$ cat src/cau_pkg.sv
// shared types and constants of the complex arithmetic unit
package cau_pkg;

	localparam int DATA_WIDTH = 32;
	localparam int FRAC_BITS  = 16;
	localparam int PROD_WIDTH = 2 * DATA_WIDTH;
	localparam int EXT_WIDTH  = 2 * DATA_WIDTH + 1;

	localparam logic [1:0] FUNC_ADD = 2'd0;
	localparam logic [1:0] FUNC_SUB = 2'd1;
	localparam logic [1:0] FUNC_MUL = 2'd2;
	localparam logic [1:0] FUNC_DIV = 2'd3;

	localparam logic [DATA_WIDTH-1:0] SAT_MAX = {1'b0, {(DATA_WIDTH-1){1'b1}}};
	localparam logic [DATA_WIDTH-1:0] SAT_MIN = {1'b1, {(DATA_WIDTH-1){1'b0}}};

	typedef struct packed {
		logic [1:0]            func;
		logic [DATA_WIDTH-1:0] a_re;
		logic [DATA_WIDTH-1:0] a_im;
		logic [DATA_WIDTH-1:0] b_re;
		logic [DATA_WIDTH-1:0] b_im;
		logic                  dz;
	} op_t;

	typedef struct packed {
		logic [DATA_WIDTH-1:0] re;
		logic [DATA_WIDTH-1:0] im;
		logic                  ovf;
	} div_res_t;

endpackage

$ cat src/cau_front.sv
// input stage: takes a beat and marks a divide by zero magnitude
module cau_front (
	input  logic          clk,
	input  logic          arst_n,
	input  logic          in_valid,
	output logic          in_ready,
	input  cau_pkg::op_t  in_op,
	output logic          q_valid,
	input  logic          q_ready,
	output cau_pkg::op_t  q_op
);

	logic         f_v_q;
	cau_pkg::op_t f_op_q;
	cau_pkg::op_t cls_op;

	assign in_ready = !f_v_q || q_ready;
	assign q_valid  = f_v_q;
	assign q_op     = f_op_q;

	always_comb begin
		cls_op    = in_op;
		cls_op.dz = (in_op.func == cau_pkg::FUNC_DIV) && (in_op.b_re == '0)
			&& (in_op.b_im == '0);
	end

	always_ff @(posedge clk or negedge arst_n) begin
		if (!arst_n) begin
			f_v_q <= 1'b0;
		end else if (in_ready) begin
			f_v_q <= in_valid;
		end
	end

	always_ff @(posedge clk) begin
		if (in_valid && in_ready) begin
			f_op_q <= cls_op;
		end
	end

endmodule

$ cat config.mk
export PLATFORM = sky130hd
export DESIGN_NAME = cau_front
export DESIGN_NICKNAME = d
export VERILOG_FILES = /design/src/cau_pkg.sv /design/src/cau_front.sv
export SDC_FILE = /design/constraint.sdc
export NUM_CORES = 1
export LEC_CHECK = 0
export BUFFER_PORTS_ARGS = -buffer_cell sky130_fd_sc_hd__clkbuf_2
export CORE_MARGIN = 10
export CORE_UTILIZATION = 29
export CTS_CLUSTER_DIAMETER = 80
export DETAILED_ROUTE_END_ITERATION = 16
export PLACE_DENSITY_LB_ADDON = 0.08
export SYNTH_ARGS = -nofsm -noshare
export SYNTH_HDL_FRONTEND = slang
export SYNTH_SLANG_ARGS = --single-unit
$ cat constraint.sdc
create_clock -name clk -period 7.6 [get_ports clk]
set_clock_uncertainty 0.2 [all_clocks]
set_input_delay 1.52 -clock clk [delete_from_list [all_inputs] [get_ports clk]]
set_output_delay 1.52 -clock clk [all_outputs]
set_load 0.01 [all_outputs]
[Word level (Yosys, flattened, before mapping)]
Cells that the tools add are included.
Word-level totals
  logic and storage cells: 15
  bits of input ports: 135
  output and inout port bits: 133
  flip-flop bits (word level): 132
Operators by class
  reduce and logical (&&, ||, !) cells: 7
  equal/unequal tests: 1
Operators with widths (number)
  32-bit zero test: 2
  1-bit logical AND: 3
  2-bit equality test, second input constant: 1
  1-bit zero test: 1
  1-bit logical OR: 1

[Longest topological paths before layout]
  depth in word-level cells: 3
  mapped depth: 4
  depth with buffers taken out: 4

[Least setup slack after synthesis]
No wires, ideal clock.
  path type: in2reg
  from: in q_ready
  to: reg f_op_q, in the netlist q_op[0] (enable)
  path buffers: 0
  cell stages on the path: 2
  setup slack: 2.146 ns
  setup time: 0.506 ns
  data required time: 6.894 ns
  data arrival time: 4.748 ns
  cells stage by stage: nand2b_1 -> and2_1
Between the ends
  longest elaborated chain between the ends: 2
Ends and longest elaborated chain
  start: declaration: line cau_front.sv:9  | input logic q_ready,
  1-bit logical OR: line cau_front.sv:17  | assign in_ready = !f_v_q || q_ready;
  1-bit logical AND: line cau_front.sv:36  | if (in_valid && in_ready) begin
  end signal: assignment: line cau_front.sv:37  | f_op_q <= cls_op;
  end: declaration: line cau_front.sv:14  | cau_pkg::op_t f_op_q;
Every way passes these cells.
A chain may end at the register's enable or synchronous reset.

[Final worst setup path]
  from: in q_ready
  to: out in_ready
Between the ends
  longest elaborated chain between the ends: 1
Ends and longest elaborated chain
  1-bit logical OR: line cau_front.sv:17
  end: declaration: line cau_front.sv:6  | output logic in_ready,
Every way passes these cells.

==> results.json <==
{
  "synth_area_leaders": "sky130_fd_sc_hd__edfxtp_1 (95%), sky130_fd_sc_hd__nor4_1 (2.1%), sky130_fd_sc_hd__dfrtp_1 (0.61%), sky130_fd_sc_hd__nor4b_1 (0.42%), sky130_fd_sc_hd__nand2b_1 (0.30%)",
  "first_global_vias": 2980,
  "clock-root-buffer": "sky130_fd_sc_hd__clkbuf_16",
  "final-instance-count-excl-fill": 638,
  "synthCells": 158,
  "wl_mm": 12.52,
  "critPathSlowestCell": "sky130_fd_sc_hd__nand2b_1",
  "power_density_cells_nw_per_um2": 280.5,
  "detailroute.via_count": 2690,
  "detailed_place_hpwl_mm": 10.10,
  "number_of_hold_buffers_added_after_cts": 0,
  "numPortBuffers": 266,
  "worst_hold_startpoint": "q_valid",
  "setup-violations-final": 0,
  "grt.overflow.total": 0,
  "mappedNetlistArea_sq_um": 4130,
  "max-slew-margin-rel_pct": 36.76,
  "status": "finished clean",
  "grt_setup_unrepaired": "no",
  "finalCriticalPeriod_ns": 3.620,
  "finalSetupTns_ns": 0,
  "initial_core_util_pct": 29.64,
  "worst_hold_path_class": "flip-flop to flip-flop",
  "finish.instance_area_sq_um": 6266,
  "final_antenna_net_count": 0,
  "pin_count": 268,
  "detail_route.iter0.violations": 94,
  "post_drt_wl_per_cell_microns": 19.63,
  "crit_chain": "clkbuf_2, nand2b_1, clkbuf_2",
  "clock_latency_ns": 0.41,
  "final_cell_mix": "sky130_fd_sc_hd__clkbuf_2 (266), sky130_fd_sc_hd__edfxtp_1 (131), sky130_fd_sc_hd__clkbuf_16 (17)",
  "placed_cells": 605,
  "highest_attainable_clock_frequency_ghz": 0.2763,
  "finalHoldViolations": 0,
  "syn-mean-instance-area_sq_um": 26.14,
  "grt_pass1_wl_mm": 18.57,
  "timing.final.crit_share_pct": 47.63,
  "r2r_start": "q_valid",
  "timing.critical_path.fanout_max": 3,
  "critical_path.startpoint": "q_ready",
  "synth.lib_cells_used.distinct": 11,
  "drc": 0,
  "setup_ws_ns": 3.980,
  "area_of_the_die_sq_um": 19420,
  "postPlaceCellArea_sq_um": 5697,
  "core_sq_um": 13930,
  "drive_gt1_share_pct": 65.43,
  "critPathLaunchType": "primary input",
  "hold-path-cell-count": 2,
  "post_cts_resize_count": 0,
  "path_delay_family": "buffers and inverters",
  "die_width_microns": 139.3,
  "post_drt_via_cell_ratio": 4.216,
  "yosys.area.top_type": "sky130_fd_sc_hd__edfxtp_1",
  "power.static_leakage_nw": 2.666,
  "cp_data_arrival_time_ns": 1.90,
  "fin_nets": 579,
  "worst-slew-pin-transition_ns": 0.9486,
  "cts_htree_levels": 4,
  "power.ir.vdd_worst_mv": 0.1274,
  "iteration_count_of_the_initial_detailed_routing_pass": 4,
  "most_frequent_standard_cell_in_the_layout_excluding_fill_and_tap_cells": "sky130_fd_sc_hd__clkbuf_2",
  "required_ns": 5.88,
  "syn2layout_area_growth_pct": 51.71,
  "critical-path-top-cell-by-count": "sky130_fd_sc_hd__clkbuf_2",
  "worstSetupPathDepth": 3,
  "antenna_found_initial": 0,
  "ys_warn_count": 0,
  "worstSetupPathType": "primary input to output pin",
  "finalWeightedCongestion": 0.7393,
  "rows": 43,
  "gr-usage-all-layers_pct": 12.66,
  "cts_sinks": 132,
  "cts_inserted_buffers": 17,
  "worst_r2r_path_depth": 3,
  "clock_tree_from_tritoncts": "built",
  "timing_max_transition_violations_final": 0,
  "cts.reportedPaths.clkPinSlew_ns": 0.05,
  "synth_top_cell_area_share_pct": 95.24,
  "ys_ff_latch": 132,
  "timing.max_cap.violations": 0,
  "pre_cts_slack_ns": 3.669,
  "clock_path_buffers": 2,
  "grt_start_max_net_pins": 76,
  "critical_path.endpoint_type": "output pin",
  "postCtsSetupRepairBufs": 0,
  "nFillCells": 1304,
  "fp.dieH_microns": 139.3,
  "slowest_delay_ns": 0.16,
  "syn_nets": 293,
  "seq_area_frac_synth_pct": 95.85,
  "critPathBufInv": 2
}
==> worst reg2reg max path, cell delays in order (launching register included) <==
cell,delay [ns]
sky130_fd_sc_hd__dfrtp_1,0.38
sky130_fd_sc_hd__nand2b_1,0.11
sky130_fd_sc_hd__and2_4,0.62
sky130_fd_sc_hd__buf_4,0.89
==> cell type report <==
type | count | area (sq um) | area share, %
multi-input cells | 26 | 173.9 | 2.776
well taps | 180 | 225.2 | 3.594
clock buffers | 18 | 429.2 | 6.849
diodes | 1 | 2.502 | 0.03994
clock inverters | 14 | 137.6 | 2.196
repair buffers | 267 | 1339 | 21.37
flip-flops and latches | 132 | 3959 | 63.18
==> per-stage QoR <==
stage	hold slack (ns)	utilization, %	total power [mW]
6_report	0.3476	44.97	1.758
5_1_grt	0.3760	44.95	1.829
4_1_cts	0.3525	44.95	1.785
3_5_place_dp	0.3371	40.88	1.000
3_3_place_gp	0.3207	40.88	0.9975
2_1_floorplan	0.4221	-	0.9163
==> path summary, 6_finish.rpt <==
check	end	slack, ns
hold reg to reg	q_valid	0.35
setup reg to reg	q_op[70]	4.96
min in group asynchronous	q_valid	0.67
hold / removal	q_valid	0.35
setup / recovery	in_ready	3.98
max in group asynchronous	q_valid	6.44
==> flip-flops by register name (all words and copies together) (netlist names) <==
name / flops
q_valid: 1
q_op: 131
==> routing by layer <==
metal	track usage, %	vias up	wire (microns)
met3	7.826	14	1686
met4	5.437	0	174
met5	0	-	0
met2	19.39	168	5871
met1	13.73	1264	4791
li1	-	1244	-
==> synth_stat cells <==
master and count:
sky130_fd_sc_hd__nand3_1 2, sky130_fd_sc_hd__and4_1 1, sky130_fd_sc_hd__nor4b_1 2, sky130_fd_sc_hd__nor2_1 1, sky130_fd_sc_hd__nor4_1 14, sky130_fd_sc_hd__nor4_2 1
sky130_fd_sc_hd__nand2b_1 2, sky130_fd_sc_hd__dfrtp_1 1, sky130_fd_sc_hd__and2_1 1, sky130_fd_sc_hd__nand4_1 2, sky130_fd_sc_hd__edfxtp_1 131
==> report_power, final <==
part / switching [mW] / internal, mW
registers: 0.00964 / 0.850
logic: 0.0711 / 0.0499
clock network: 0.298 / 0.479
total: 0.378 / 1.38
==> cells by family after synthesis <==
| group | after synthesis | synth area share [%] |
|---|---|---|
| and+or+nand+nor | 26 | 4.150 |
| DFF | 132 | 95.85 |
No activity file was read; power rests on OpenSTA's default activity.
