### src/cau_pkg.sv
// shared types and constants of the complex arithmetic unit
package cau_pkg;

	localparam int DATA_WIDTH = 32;
	localparam int FRAC_BITS  = 16;
	localparam int PROD_WIDTH = 2 * DATA_WIDTH;
	localparam int EXT_WIDTH  = 2 * DATA_WIDTH + 1;

	localparam logic [1:0] FUNC_ADD = 2'd0;
	localparam logic [1:0] FUNC_SUB = 2'd1;
	localparam logic [1:0] FUNC_MUL = 2'd2;
	localparam logic [1:0] FUNC_DIV = 2'd3;

	localparam logic [DATA_WIDTH-1:0] SAT_MAX = {1'b0, {(DATA_WIDTH-1){1'b1}}};
	localparam logic [DATA_WIDTH-1:0] SAT_MIN = {1'b1, {(DATA_WIDTH-1){1'b0}}};

	typedef struct packed {
		logic [1:0]            func;
		logic [DATA_WIDTH-1:0] a_re;
		logic [DATA_WIDTH-1:0] a_im;
		logic [DATA_WIDTH-1:0] b_re;
		logic [DATA_WIDTH-1:0] b_im;
		logic                  dz;
	} op_t;

	typedef struct packed {
		logic [DATA_WIDTH-1:0] re;
		logic [DATA_WIDTH-1:0] im;
		logic                  ovf;
	} div_res_t;

endpackage

### src/cau_fifo.sv
// short queue of classified operations between front and back
module cau_fifo #(
	parameter int DEPTH = 4
) (
	input  logic          clk,
	input  logic          arst_n,
	input  logic          push_valid,
	output logic          push_ready,
	input  cau_pkg::op_t  push_op,
	output logic          pop_valid,
	input  logic          pop_ready,
	output cau_pkg::op_t  pop_op
);

	localparam int PW = (DEPTH > 1) ? $clog2(DEPTH) : 1;
	localparam int CW = $clog2(DEPTH + 1);
	localparam logic [PW-1:0] LAST = PW'(DEPTH - 1);
	localparam logic [CW-1:0] FULL = CW'(DEPTH);

	cau_pkg::op_t    mem_q [DEPTH];
	logic [PW-1:0]   wr_q, rd_q;
	logic [CW-1:0]   cnt_q;
	logic            do_push, do_pop;

	assign push_ready = cnt_q != FULL;
	assign pop_valid  = cnt_q != '0;
	assign pop_op     = mem_q[rd_q];
	assign do_push    = push_valid && push_ready;
	assign do_pop     = pop_valid && pop_ready;

	always_ff @(posedge clk or negedge arst_n) begin
		if (!arst_n) begin
			wr_q  <= '0;
			rd_q  <= '0;
			cnt_q <= '0;
		end else begin
			if (do_push) begin
				wr_q <= (wr_q == LAST) ? '0 : wr_q + 1'b1;
			end
			if (do_pop) begin
				rd_q <= (rd_q == LAST) ? '0 : rd_q + 1'b1;
			end
			if (do_push && !do_pop) begin
				cnt_q <= cnt_q + 1'b1;
			end else if (do_pop && !do_push) begin
				cnt_q <= cnt_q - 1'b1;
			end
		end
	end

	always_ff @(posedge clk) begin
		if (do_push) begin
			mem_q[wr_q] <= push_op;
		end
	end

endmodule

### config.mk
export PLATFORM = sky130hd
export DESIGN_NAME = cau_fifo
export DESIGN_NICKNAME = d
export VERILOG_FILES = /design/src/cau_pkg.sv /design/src/cau_fifo.sv
export SDC_FILE = /design/constraint.sdc
export NUM_CORES = 1
export LEC_CHECK = 0
export BUFFER_PORTS_ARGS = -buffer_cell sky130_fd_sc_hd__buf_2
export CAP_MARGIN = 25
export CORE_ASPECT_RATIO = 1.75
export CORE_MARGIN = 4
export CORE_UTILIZATION = 40
export CTS_CLUSTER_DIAMETER = 200
export DETAILED_ROUTE_END_ITERATION = 10
export HOLD_SLACK_MARGIN = 0.03
export PLACE_DENSITY = 0.62
export SLEW_MARGIN = 20
export SYNTH_ARGS = -nofsm -noshare
export SYNTH_HDL_FRONTEND = slang
export SYNTH_SLANG_ARGS = --single-unit
### constraint.sdc
create_clock -name clk -period 5.6 [get_ports clk]
set_input_delay 0.28 -clock clk [delete_from_list [all_inputs] [get_ports clk]]
set_output_delay 0.28 -clock clk [all_outputs]
set_load 0.1 [all_outputs]
---- Word level (Yosys, flattened, before mapping) ----
Memories as Yosys holds them, arrays and structs flattened.
Index checks and enable logic that the tools add are counted.
word-level totals
  bits in registers ....................... 7
  bits in writable memories ............... 524
  bits of input ports ..................... 135
  output and inout bits ................... 133
  logic and storage cells ................. 25
  memories ................................ 1
operators by class
  add/sub/neg operators ................... 4
  eq/ne operators ......................... 3
  muxes and demuxes ....................... 6
  reduce and logical (&&, ||, !) cells .... 8
memories
  name   words  bits a word  read ports  clocked after memory_dff  wr ports  line            source
  mem_q  4      131          1           0                         1         cau_fifo.sv:20  cau_pkg::op_t mem_q [DEPTH];
operators with widths
  kind                 count
  $mux 3               2
  $add 2x1->2 const B  2
  $eq 2x2->1 const B   2
  $logic_and 1x1->1    4
  $mux 2               2
  $add 3x1->3 const B  1
  $ne 3x3->1 const B   1
  $reduce_bool 3->1    1
  $sub 3x1->3 const B  1
  $logic_not 1->1      2
  $mux 1               2
  $reduce_bool 2->1    1

---- Depth between registers and ports, before layout ----
  depth in word-level cells ............... 6
  mapped depth ............................ 8
  gate-level depth less buffers ........... 8

---- Worst setup path after synthesis ----
No wires, ideal clock.
  kind .................................... register -> register
  start ................................... register cnt_q[2]
  end ..................................... memory mem_q[0][0] in the netlist's numbering, enable pin
  library setup time ...................... 0.432 ns
  data arrival time ....................... 2.560 ns
  data required time ...................... 5.168 ns
  setup slack ............................. 2.608 ns
  stages on the path, launching flop included .. 3
  path buffers ............................ 0
  period minus slack after synthesis ...... 2.992 ns
  cell sequence ........................... dfrtp_1 > or3b_4 > and3_2
between the ends
  longest elaborated chain between the ends .. 4
RTL lines
  what                          line            source
  from (decl)                   cau_fifo.sv:22  logic [CW-1:0] cnt_q;
  from (signal assigned)        cau_fifo.sv:44  cnt_q <= cnt_q + 1'b1;
  from (signal assigned)        cau_fifo.sv:46  cnt_q <= cnt_q - 1'b1;
  $ne 3x3->1                    cau_fifo.sv:25  assign push_ready = cnt_q != FULL;
  net push_ready                cau_fifo.sv:8   output logic push_ready,
  $logic_and 1x1->1             cau_fifo.sv:28  assign do_push = push_valid && push_ready;
  $mux 1                        cau_fifo.sv:52  if (do_push) begin
  $mux 1 (implied by the code)  cau_fifo.sv:53  mem_q[wr_q] <= push_op;
  to (decl)                     cau_fifo.sv:20
The timed path passes the listed nets, and every way through them passes these cells.

==> impl_metrics.xml <==
<?xml version="1.0" encoding="UTF-8"?>
<metrics>
  <group name="run_status">
    <metric name="outcome" unit="">finished clean</metric>
  </group>
  <group name="worst_setup_path">
    <metric name="critical_path.top_delay_family" unit="">flip-flops</metric>
    <metric name="critical_path_arrival" unit="ps">3110</metric>
    <metric name="critical_path_buf_inv_count" unit="">2</metric>
    <metric name="crit_path_cell_trace" unit="">buf_12 -&gt; mux4_2 -&gt; buf_2</metric>
    <metric name="critPathSlowestCell" unit="">sky130_fd_sc_hd__dfrtp_4</metric>
    <metric name="end_kind" unit="">output port</metric>
    <metric name="worst_path_largest_cell_delay" unit="ps">920</metric>
    <metric name="crit_path_max_fanout" unit="">74</metric>
    <metric name="regToRegStartpoint" unit="">cnt_q[2]$_DFFE_PN0P_</metric>
    <metric name="crit_start" unit="">rd_q[0]$_DFFE_PN0P_</metric>
    <metric name="critical_path_class" unit="">flop to output port</metric>
    <metric name="startpoint_type_of_the_worst_setup_path" unit="">flop</metric>
    <metric name="timing.critical_path.required" unit="ps">5320</metric>
  </group>
  <group name="layout">
    <metric name="n_fill_cell" unit="">3807</metric>
    <metric name="multi_input_area" unit="sq mm">0.00322</metric>
    <metric name="layout.core_utilization" unit="%">50.6</metric>
    <metric name="layout.cells.most_common" unit="">sky130_fd_sc_hd__edfxtp_1</metric>
    <metric name="layout_common_cells" unit="">sky130_fd_sc_hd__edfxtp_1, sky130_fd_sc_hd__buf_2, sky130_fd_sc_hd__dlygate4sd3_1</metric>
    <metric name="regArea" unit="sq mm">0.0159</metric>
    <metric name="fin_nets" unit="">1289</metric>
    <metric name="layout-area-overhead-vs-synth" unit="%">24.9</metric>
    <metric name="layout-drive-gt1-share" unit="%">40.4</metric>
  </group>
  <group name="floorplan">
    <metric name="placement_rows" unit="">106</metric>
    <metric name="dieWidth" unit="microns">174</metric>
    <metric name="die_y" unit="microns">299</metric>
    <metric name="die_area" unit="sq mm">0.0520</metric>
    <metric name="floorplan.core_area" unit="sq mm">0.0477</metric>
    <metric name="initial_utilization" unit="%">40.5</metric>
    <metric name="io_pins" unit="">268</metric>
  </group>
  <group name="detailed_routing">
    <metric name="detail_route.wl_per_cell" unit="microns">21.7</metric>
    <metric name="drt-vias-per-instance" unit="">5.06</metric>
    <metric name="drt-pass1-iter-count" unit="">6</metric>
    <metric name="num_vias" unit="">9011</metric>
    <metric name="drt_first_iter_violations" unit="">332</metric>
    <metric name="route.final.wire_length" unit="microns">38600</metric>
    <metric name="drt_drc_violations_left" unit="">0</metric>
    <metric name="remaining_number_of_nets_flagged_by_the_antenna_check_after_routing" unit="">0</metric>
  </group>
  <group name="synthesis">
    <metric name="synth_top_cell_by_area" unit="">sky130_fd_sc_hd__edfxtp_1</metric>
    <metric name="ys_types" unit="">19</metric>
    <metric name="yosysWarnings" unit="">0</metric>
    <metric name="flop_and_latch_count_out_of_synthesis" unit="">531</metric>
    <metric name="post_synthesis_net_count" unit="">863</metric>
    <metric name="synth.yosys.seq_area_share" unit="%">82.3</metric>
    <metric name="avgSynthCellArea" unit="sq um">26.8</metric>
    <metric name="synth.top_cell.area_share" unit="%">81.4</metric>
    <metric name="netlist_instances" unit="">721</metric>
    <metric name="synthesis.area" unit="sq mm">0.0193</metric>
    <metric name="synth.area.top_cells" unit="">sky130_fd_sc_hd__edfxtp_1, sky130_fd_sc_hd__mux4_2, sky130_fd_sc_hd__dfrtp_1</metric>
  </group>
  <group name="global_route">
    <metric name="grt_antenna_before_repair" unit="">6</metric>
    <metric name="gr_util_all_layers" unit="%">15.0</metric>
    <metric name="grt_start_max_net_pins" unit="">134</metric>
    <metric name="first_pass_grt_wire_length" unit="microns">60000</metric>
    <metric name="overflow" unit="">0</metric>
    <metric name="via_count_of_the_first_global_routing_pass" unit="">10300</metric>
  </group>
  <group name="min_path">
    <metric name="hp-class" unit="">primary input to asynchronous set/reset pin</metric>
  </group>
  <group name="sta">
    <metric name="hold_violations" unit="">0</metric>
    <metric name="worst_clock_skew" unit="ps">9.00</metric>
    <metric name="finalWorstPathRequiredPeriod" unit="ps">3390</metric>
    <metric name="max-slew-margin-rel" unit="%">34.8</metric>
    <metric name="timing.final.crit_share" unit="%">60.5</metric>
    <metric name="rsz0062_at_grt" unit="">false</metric>
    <metric name="final-setup-viol-count" unit="">0</metric>
    <metric name="timing_worst_slew_pin_value" unit="ps">978</metric>
    <metric name="fmax" unit="MHz">295</metric>
    <metric name="setup_ws" unit="ps">2210</metric>
    <metric name="slew_viol_final" unit="">0</metric>
    <metric name="accumulated_negative_setup_slack" unit="ps">0</metric>
  </group>
  <group name="run">
    <metric name="max-cap-violations" unit="">0</metric>
  </group>
  <group name="clock_network">
    <metric name="cts_root_buffer" unit="">sky130_fd_sc_hd__clkbuf_16</metric>
    <metric name="tritoncts" unit="">done</metric>
    <metric name="worstSkewPairLatency" unit="ps">570</metric>
    <metric name="cts_buffer_depth" unit="">3</metric>
    <metric name="post-cts-setup-buffers" unit="">0</metric>
    <metric name="ctsHtreeMaxLevel" unit="">2</metric>
    <metric name="numClockSinks" unit="">531</metric>
    <metric name="cts.reportedPaths.clkPinSlew" unit="ps">60</metric>
    <metric name="cts-buffers-inserted" unit="">47</metric>
  </group>
  <group name="placed_design">
    <metric name="globalplace.congestion" unit="">0.699</metric>
    <metric name="pre_cts_slack" unit="ps">2670</metric>
    <metric name="dpl.hpwl" unit="microns">22700</metric>
    <metric name="port-buffer-count" unit="">267</metric>
  </group>
</metrics>
[path summary, 6_finish.rpt]
check,end,slack (ps),cells past startpoint
max in group asynchronous,rd_q[0]$_DFFE_PN0P_,5330,2
min in group clk,rd_q[1]$_DFFE_PN0P_,140,3
worst min-delay path,rd_q[1]$_DFFE_PN0P_,80,2
worst max-delay path,pop_op[40],2210,3
worst max register to register,mem_q[0][45]$_DFFE_PP_,3150,3
worst min register to register,cnt_q[2]$_DFFE_PN0P_,500,1
[flip-flops by register name, summed over array words and instances (netlist names)]
name,cells
cnt_q,3
mem_q,524
rd_q,2
wr_q,2
[layout make-up]
cell class / count / share of cell area (%)
antenna: 4 / 0.0415
clock inverter: 29 / 0.995
timing repair buffer: 407 / 11.5
inverter: 3 / 0.0466
clock buffer: 57 / 5.03
sequential: 531 / 65.9
tap: 594 / 3.08
multi-input combinational: 157 / 13.4
[cell usage after synthesis]
cell                       count
sky130_fd_sc_hd__mux2_4        2
sky130_fd_sc_hd__dfrtp_1       7
sky130_fd_sc_hd__nor2_1        3
sky130_fd_sc_hd__inv_1         3
sky130_fd_sc_hd__clkbuf_1      6
sky130_fd_sc_hd__and2_4        1
sky130_fd_sc_hd__or3_2         1
sky130_fd_sc_hd__fa_1          1
sky130_fd_sc_hd__or3b_4        1
sky130_fd_sc_hd__mux4_2      131
sky130_fd_sc_hd__xnor2_1       1
sky130_fd_sc_hd__nand2_1       1
sky130_fd_sc_hd__buf_2        16
sky130_fd_sc_hd__mux2_2        3
sky130_fd_sc_hd__and3_2        4
sky130_fd_sc_hd__edfxtp_1    524
sky130_fd_sc_hd__xor2_1        2
sky130_fd_sc_hd__ha_1          6
sky130_fd_sc_hd__buf_6         8
[cells by family after synthesis]
group / after synthesis / synth area share, %
adder cells (fa/ha/maj): 7 / 0.492
AND/OR/NAND/NOR: 11 / 0.376
buffers and inverters: 33 / 1.06
flip-flops: 531 / 82.3
multiplexers: 136 / 15.6
XOR/XNOR: 3 / 0.136
[metrics by stage]
step | hold slack [ps] | instance area, sq um | std cells
2_1_floorplan | -15.6 | 19300 | 721
3_3_place_gp | 127 | 21400 | 1560
3_5_place_dp | 129 | 21400 | 1560
4_1_cts | 51.4 | 24100 | 1778
5_1_grt | 76.1 | 24100 | 1780
6_report | 84.8 | 24100 | 1782
[timing repair]
action                                 CTS  global route
endpoints found under the hold margin  531             0
resized for setup                        0             0
hold buffers                           132             0
[routing by layer]
| metal | share of wire, % | GRT usage [%] | vias up |
|---|---|---|---|
| met3 | 4.8 | 3.00 | 67 |
| met1 | 36 | 16.6 | 4716 |
| met5 | 0.065 | 0 | - |
| met4 | 3.4 | 5.51 | 4 |
| met2 | 55 | 28.2 | 238 |
| li1 | - | - | 3986 |
Power is left out: the tool's default activity adds up to more than one toggle a clock period on the data nets, which glitch-free logic cannot reach.
